## config.mk

```make
export PLATFORM = sky130hd
export DESIGN_NAME = drs_digit_unit
export DESIGN_NICKNAME = d
export VERILOG_FILES = /design/src/sv/drs_pkg.sv /design/src/sv/drs_digit_unit.sv
export SDC_FILE = /design/constraint.sdc
export NUM_CORES = 1
export LEC_CHECK = 0
export BUFFER_PORTS_ARGS = -buffer_cell sky130_fd_sc_hd__clkbuf_2
export CAP_MARGIN = 20
export CORE_MARGIN = 2
export CORE_UTILIZATION = 59
export CTS_BUF_LIST = sky130_fd_sc_hd__clkbuf_4 sky130_fd_sc_hd__clkbuf_8
export DETAILED_ROUTE_END_ITERATION = 6
export GPL_TIMING_DRIVEN = 0
export PLACE_DENSITY_LB_ADDON = 0.08
export SLEW_MARGIN = 20
export SYNTH_ARGS = -nofsm -noshare
export SYNTH_HDL_FRONTEND = slang
export SYNTH_SLANG_ARGS = --single-unit
```

## constraint.sdc

```tcl
create_clock -name clk -period 8.4 [get_ports clk]
set_input_delay 1.68 -clock clk [delete_from_list [all_inputs] [get_ports clk]]
set_output_delay 1.68 -clock clk [all_outputs]
set_load 0.01 [all_outputs]
```

## src/sv/drs_pkg.sv

```systemverilog
`default_nettype none
package drs_pkg;

	// set size and derived index widths
	localparam int DEPTH   = 64;
	localparam int ADDR_W  = $clog2(DEPTH);
	localparam int CNT_W   = $clog2(DEPTH + 1);

	// value and digit widths
	localparam int VAL_W   = 31;
	localparam int RADIX   = 10;
	localparam int DIGIT_W = $clog2(RADIX);

	// reciprocal of ten: floor(q / 10) == (q * RECIP) >> RECIP_SHIFT for any q below 2^32
	localparam int          RECIP_W     = 32;
	localparam logic [31:0] RECIP       = 32'hCCCC_CCCD;
	localparam int          RECIP_SHIFT = 35;

	typedef struct packed {
		logic [VAL_W-1:0] value;
		logic             final_item;
	} item_t;

	typedef struct packed {
		logic [VAL_W-1:0] sorted_value;
		logic             last_out;
	} result_t;

	// one stored entry: the value, its quotient by the current power of ten, its digit
	typedef struct packed {
		logic [VAL_W-1:0]   value;
		logic [VAL_W-1:0]   quot;
		logic [DIGIT_W-1:0] digit;
	} entry_t;

endpackage
`default_nettype wire

```

## src/sv/drs_digit_unit.sv

```systemverilog
`default_nettype none
module drs_digit_unit (
	input  wire                          clk,
	input  wire  [drs_pkg::VAL_W-1:0]    num,
	output logic [drs_pkg::VAL_W-1:0]    quot,
	output logic [drs_pkg::DIGIT_W-1:0]  digit
);
	import drs_pkg::*;

	localparam int PROD_W = VAL_W + RECIP_W;

	logic [PROD_W-1:0] prod_s1;
	logic [VAL_W-1:0]  num_s1;
	logic [VAL_W-1:0]  tenx;
	logic [VAL_W-1:0]  rem;

	// multiply by the reciprocal of ten, register the product
	always_ff @(posedge clk) begin
		prod_s1 <= PROD_W'(num) * PROD_W'(RECIP);
		num_s1  <= num;
	end

	// quotient from the product, remainder by one shift-add and subtract
	always_comb begin
		quot  = VAL_W'(prod_s1 >> RECIP_SHIFT);
		tenx  = (quot << 3) + (quot << 1);
		rem   = num_s1 - tenx;
		digit = rem[DIGIT_W-1:0];
	end

endmodule
`default_nettype wire

```

==> impl.org, run 1 <==
** Detailed routing
- In the routed design, unresolved DRC markers number 0.
- The final layout contains routed wiring with a total length of 28.0 mm.
- In this run, the number of DRC markers left after iteration 0 of detailed routing was 366.
- Summed over all nets, wire length on met3 after detailed routing comes to 1.41 mm.
- The detailed router put a total of 13.3 mm of wire on met1.
- In this run the remaining antenna-violating nets after routing total 0.
- Top Layer Used :: met4
- Using the TritonRoute via totals, the vias-per-cell ratio works out to 5.44.
- Before antenna repair, the detailed router went through 5 iterations.
- Dividing the detail-routed wire length by the instance count gives 17.6 µm.
- Detailed routing placed a total of 12.9 mm of wire on met2.
- The routed layout has 8,652 vias.

** STA
- Finish-stage setup viols :: 0
- The final critical path takes up 98.0% of the cycle.
- Achievable frequency :: 0.121 GHz
- The count of final max-slew check failures was 0.
- Headroom to the max-slew limit :: 47.6%
- For the final routed database, the setup TNS stands at 0 ns.
- Count of endpoints failing hold in the final timing report :: 0
- Clock period minus final worst setup slack :: 8.23 ns
- Measured slew at the worst slew-check pin :: 0.786 ns

** Synthesis
- The average instance in the mapped netlist occupies 10.2 µm².
- Post-synth ARST share :: 0%
- Ys flop type :: dfxtp_1
- For this run, the number of Yosys warnings is 0.
- The cell count after synthesis came out at 1,227.
- Cell area after synthesis :: 12,500 µm²
- Post-synthesis sequential area ratio :: 5.12%
- Number of distinct library cell variants in the gate-level netlist after synthesis :: 59
- In this run, synthesis produced a sequential element count of 32.
- Post-synth EDFFs :: 0

** Hold path
- The startpoint identified for the worst hold timing path is num[3].
- Counting instances, the worst hold path has a depth of 1.
- Worst hold-check path type :: input pin to register
- The path with the worst hold slack has its endpoint at num_s1[3]$_DFF_P_.

** CTS
- Max Root-Sink Buffers :: 2
- The clock drives 32 sinks.
- The tree is rooted in a clkbuf_8.
- CTS built an H-tree with a depth of 2.
- Clock tree from TritonCTS :: yes
- Clock input transition at the sequential cells of the worst setup and hold paths :: 0.07 ns
- Num CTS Buffers :: 5
- The number of hold buffers added after CTS was 0.

** Critical path
- CP Data Arrival Time :: 8.42 ns
- Data required time at the worst endpoint :: 8.59 ns
- Longest individual stage delay on the worst path :: 0.61 ns
- The cell that appears most often on the critical path is fa_1.
- Slowest stage cell on the critical path :: fa_2
- Element type at the critical path end :: register
- The worst setup path is launched from an input pin.
- In this run the worst path has a maximum fanout of 5.
- The critical path contains buffers and inverters numbering 7 combined.
- Largest delay contributor family on the critical path :: adder cells
- Type of the worst setup path :: input pin to register

** Die
- From bottom edge to top edge, the die measures 150 µm.
- The floorplan step set the die width to 150 µm.
- The die covers 22,400 µm².
- Top-level I/O count :: 67
- The floorplan has 53 rows.
- The initial utilization of the core area, before any placement, comes to 59.8%.
- The core region is 20,900 µm².

** Global route
- Total routing usage reported by global routing :: 26.9%
- The number of antenna violations at the first check in global routing was 0.
- Via count of the first global-routing pass :: 8,984
- Maximum number of pins on one net before global-route repair :: 11
- Global-route wire length before repair :: 46.0 mm
- Sum of overflow across all layers after global routing :: 0

** Run status
- Run status :: finished, final reports clean

** Final layout
- Cells fill 66.1% of the core in the end.
- The number of antenna diodes in the final layout is 0.
- Ratio of cells with drive above 1 in the final layout :: 13.3%
- Cell area after layout :: 13,800 µm²
- Fill cell total of the finished layout :: 1,768
- Growth of design area from synthesis to finish :: 10.4%
- Net total in the final layout :: 1,884

** Placement
- Post-Place Cell Area :: 13,200 µm²
- Detailed placer's ending HPWL :: 25.2 mm
- The congestion estimate from routability-driven global placement came to 0.942.
- # port buffers :: 63

** Job
- Max-Cap Viols :: 0
## state kept, by name, indices dropped and copies added (netlist names)
name	count
prod_s1	28
num_s1	4
## worst max-delay path by stage
| stage | from | endpoint | cells past startpoint |
|---|---|---|---|
| floorplan | num[5] | prod_s1[60]$_DFF_P_ | 24 |
| global placement | num[5] | prod_s1[56]$_DFF_P_ | 24 |
| detailed placement | num[5] | prod_s1[56]$_DFF_P_ | 24 |
| CTS | num[16] | prod_s1[58]$_DFF_P_ | 24 |
| global route | num[23] | prod_s1[62]$_DFF_P_ | 25 |
| finish | num[5] | prod_s1[60]$_DFF_P_ | 25 |
## placed cells by master, fill, tap and decap left out, types with 17 or more instances in the layout
cell      synthesis  final
ha_1            306    292
xor2_1           19     18
a21o_1           32     31
xnor2_1          30     29
buf_4             3     24
a21oi_1          38     36
nor2_1           24     23
dfxtp_1          32     32
nand2_1          25     22
clkbuf_2          1     60
inv_1           337    325
fa_2              0     17
fa_1            231    214
## cells by family (layout without fill, tap and decap cells)
kind of cell | Yosys count | count (layout) | synth area share, %
AOI/OAI and AO/OA | 157 | 157 | 8.90
other | 1 | 3 | 0.0300
and+or+nand+nor | 102 | 102 | 4.31
adders and majority gates | 537 | 537 | 67.6
buffers and inverters | 349 | 436 | 10.6
xor gates and xnor gates | 49 | 49 | 3.43
DFF | 32 | 32 | 5.12
## cell type report
type / instances / area [µm²] / area share [%]
multi-input cells: 848 / 10900 / 79.0
inverters: 337 / 1270 / 9.24
flip-flops and latches: 32 / 641 / 4.64
repair buffers: 81 / 462 / 3.35
well taps: 275 / 344 / 2.49
clock buffers: 7 / 96.3 / 0.698
plain buffers: 10 / 52.6 / 0.381
clock inverters: 1 / 30.0 / 0.218
## through the flow
stage / instances / hold WS, ns / setup WS [ns]
after floorplan: 1229 / 1.71 / 0.380
after global placement: 1567 / 1.85 / -0.781
after detailed placement: 1567 / 1.85 / -0.835
after CTS: 1580 / 1.54 / 0.00751
after global routing: 1591 / 1.54 / -0.0345
final: 1591 / 1.55 / 0.168
## per-layer routing
layer / vias up / global-route usage, %
met2: 202 / 42.9
li1: 4102 / -
met4: 0 / 3.76
met3: 23 / 2.47
met5: - / 0
met1: 4325 / 41.1
## cells in the mapped netlist (all sizes together), types with 10 or more instances
| master | number | area, µm² |
|---|---|---|
| a211oi | 15 | 113 |
| a21o | 33 | 249 |
| nor2 | 24 | 90.1 |
| fa | 231 | 4620 |
| xor2 | 19 | 166 |
| xnor2 | 30 | 263 |
| nand2 | 25 | 93.8 |
| inv | 337 | 1260 |
| o211ai | 10 | 85.1 |
| a21oi | 38 | 190 |
| nand3 | 12 | 60.1 |
| dfxtp | 32 | 641 |
| ha | 306 | 3830 |
| o21ai | 19 | 98.9 |
## what timing repair did
item / CTS / global route
pin swaps: 10 / 33
setup endpoints to repair: 19 / 14
setup buffers: 5 / 13
resized for setup: 24 / 70
Power of run 1 is not shown: default switching activity piles up to over one toggle a cycle in this logic, so the estimate is an artifact.
==> run 2: changes to the inputs <==
--- a/config.mk
+++ b/config.mk
@@ -8,7 +8,7 @@
 export BUFFER_PORTS_ARGS = -buffer_cell sky130_fd_sc_hd__clkbuf_2
 export CAP_MARGIN = 20
 export CORE_MARGIN = 2
-export CORE_UTILIZATION = 59
+export CORE_UTILIZATION = 60
 export CTS_BUF_LIST = sky130_fd_sc_hd__clkbuf_4 sky130_fd_sc_hd__clkbuf_8
 export DETAILED_ROUTE_END_ITERATION = 6
 export GPL_TIMING_DRIVEN = 0
==> constraint.sdc (replaced) <==
create_clock -name clk -period 7.9 [get_ports clk]
set_input_delay 1.58 -clock clk [delete_from_list [all_inputs] [get_ports clk]]
set_output_delay 1.58 -clock clk [all_outputs]
set_load 0.01 [all_outputs]
==> run 2 against run 1 <==
The flow now finishes with violations (negative setup slack). Cell count is 0.88% higher. Flip-flop and latch count unchanged. Clock-buffer cell count unchanged. Sequential share of layout area down 0.10 points.
==> impl.org, run 2 (synthesized netlist as in run 1, its figures left out) <==
** Job
- Max-Cap Viols :: 0 (unchanged)

** CTS
- Count of clock tree sinks :: 32 (unchanged)
- Clock input transition at the sequential cells of the worst setup and hold paths :: 0.07 ns (about the same)
- The count of H-tree levels built during CTS is 2 (unchanged).
- Max Root-Sink Buffers :: 2 (unchanged)
- The clock tree root buffer cell is clkbuf_8 (unchanged).
- Clock tree from TritonCTS :: yes (unchanged)
- Num CTS Buffers :: 5 (unchanged)
- The post-cts hold buffer count is 0 (unchanged).

** Die
- Starting density of the core :: 61.4% (was 59.8%)
- Std-Cell Core Area :: 20,400 µm² (was 20,900 µm²)
- Top-level I/O count :: 67 (unchanged)
- Die Height :: 148 µm (was 150 µm)
- The die outline width came to 148 µm (was 150 µm).
- Number of rows created at floorplan :: 52 (was 53)
- The total die area is 22,000 µm² (was 22,400 µm²).

** Critical path
- The sort of element at the start of the critical path is an input pin (unchanged).
- The top cell family by delay on the critical path is adder cells (unchanged).
- Data required time at the worst endpoint :: 8.08 ns (was 8.59 ns)
- The arrival time at the worst endpoint was 8.40 ns (was 8.42 ns).
- Slowest stage cell on the critical path :: fa_2 (unchanged)
- CP dominant cell by count :: fa_1 (unchanged)
- The type of the setup path with the least slack is input pin to register (unchanged).
- Longest individual stage delay on the worst path :: 0.63 ns (was 0.61 ns)
- The top fanout value on the critical path was 5 (unchanged).
- The count of buffer and inverter cells on the critical path came to 8 (was 7).
- Element type at the critical path end :: register (unchanged)

** Global route
- Number of antenna violations at the first check in global routing :: 0 (unchanged)
- The pin count of the biggest net entering global routing is 11 (unchanged).
- Total routing usage reported by global routing :: 27.4% (was 26.9%)
- The via count of the first global-routing pass came to 9,117 (was 8,984).
- Sum of overflow across all layers after global routing :: 0 (unchanged)
- The first-pass GRT wire length was 46.7 mm (was 46.0 mm).

** Final layout
- Commonest non-fill, non-tap cell in the layout :: inv_1 (unchanged)
- Fill cell total of the finished layout :: 1,601 (was 1,768)
- The register bank with the most flops is prod_s1 (unchanged).
- The area growth from synthesis to layout was 12.8% (was 10.4%).
- The area of all placed cells without fillers is 14,100 µm² (was 13,800 µm²).
- Register area :: 641 µm² (unchanged)
- Multi-input combinational cell area :: 11,000 µm² (was 10,900 µm²)
- Commonest non-fill, non-tap cells in the layout :: 323 x inv_1, 286 x ha_1, 215 x fa_1 (was 325 x inv_1, 292 x ha_1, 214 x fa_1)
- The final net count was 1,903 (was 1,884).
- Diode insertion count for antenna repair :: 0 (unchanged)
- The share of post-route cells with drive strength above 1 came to 15.5% (was 13.3%).
- Largest registers ranked by flip-flop count: prod_s1 (28), num_s1 (4) (unchanged).
- The flip-flop count of the largest register, all copies and words added is 28 (unchanged).
- Final instance count without filler cells :: 1,605 (was 1,591)
- The core occupancy in the finished layout is 69.2% (was 66.1%).

** Detailed routing
- The remaining number of nets flagged by the antenna check after routing is 0 (unchanged).
- The total wire length after detailed routing is 28.2 mm (was 28.0 mm).
- WL per Instance :: 17.6 µm (about the same)
- The count of vias placed by the detailed router came to 8,661 (was 8,652).
- Drt initial violations :: 382 (was 366)
- Number of DRC violations after detailed routing :: 0 (unchanged)
- First-pass detailed-route iteration total :: 5 (unchanged)
- The average vias per placed instance is 5.40 (was 5.44).

** Run status
- Failing checks :: negative setup slack
- Run status :: complete, but fails checks (was finished, final reports clean)

** STA
- Based on the critical path, the design can be clocked at up to 0.122 GHz.
- Measured slew at the worst slew-check pin :: 1.09 ns (was 0.786 ns)
- The final setup violation count came to 13 (was 0).
- Period utilization :: 104%
- Headroom to the max-slew limit :: 26.8% (was 47.6%)
- Setup repair after global routing could not meet its margin everywhere.
- The final critical-path setup slack came to -0.314 ns (was 0.168 ns).
- The routed design could run at a clock period as short as 8.21 ns.
- Hold_ws :: 1.46 ns (was 1.55 ns)
- The count of final max-slew check failures is 0 (unchanged).
- Count of endpoints failing hold in the final timing report :: 0 (unchanged)

** Hold path
- The type of the most critical hold path was input pin to register (unchanged).

** Placement
- Global placement routability congestion :: 0.921 (was 0.942)
- The area of placed instances came to 13,200 µm² (about the same).
- Detailed placer's ending HPWL :: 24.7 mm (was 25.2 mm)
- The number of input and output port buffers inserted came to 63 (unchanged).
- Post-placement cell count :: 1,562 (was 1,567)
## run 2: cell types whose count changed in the layout (fill, tap and decap cells not counted), sizes merged
cell	delta
buf	+19
clkinvlp	-1
inv	+1
## run 2: timing repair
action                                  CTS  global route
setup buffers                            25            11
pin swaps                                41            26
gates resized for setup                  83            41
gates cloned                              0             0
endpoints found under the setup margin   26            22
## run 2: stage by stage
step	TNS [ns]	setup WS (ns)
floorplan	-0.00537	-0.00537
global placement	-21.15	-1.22
detailed placement	-21.59	-1.32
CTS	-1.46	-0.245
global route	-6.24	-0.512
finish	-2.32	-0.314
## run 2: per-layer routing
| layer | routed length, µm | part of all wire (%) | vias up | track usage (%) |
|---|---|---|---|---|
| li1 | - | - | 4148 | - |
| met1 | 13300 | 47 | 4289 | 40.7 |
| met2 | 13100 | 47 | 204 | 44.5 |
| met3 | 1510 | 5.3 | 20 | 3.74 |
| met4 | 245 | 0.87 | 0 | 3.14 |
| met5 | 0 | 0 | - | 0 |
## run 2: layout make-up
type | count | area share (%)
plain buffers | 11 | 0.399
clock buffers | 7 | 0.683
well taps | 270 | 2.40
multi-input cells | 848 | 78.2
clock inverters | 1 | 0.213
repair buffers | 99 | 4.50
inverters | 337 | 9.05
flip-flops and latches | 32 | 4.54
## run 2: path summary, 6_finish.rpt
kind                   start                  end  slack (ns)  depth (start not counted)
worst max-delay path  num[5]  prod_s1[60]$_DFF_P_       -0.31                         26
worst min-delay path  num[3]    num_s1[3]$_DFF_P_        1.46                          1
Power of run 2 is left out for the same reason.
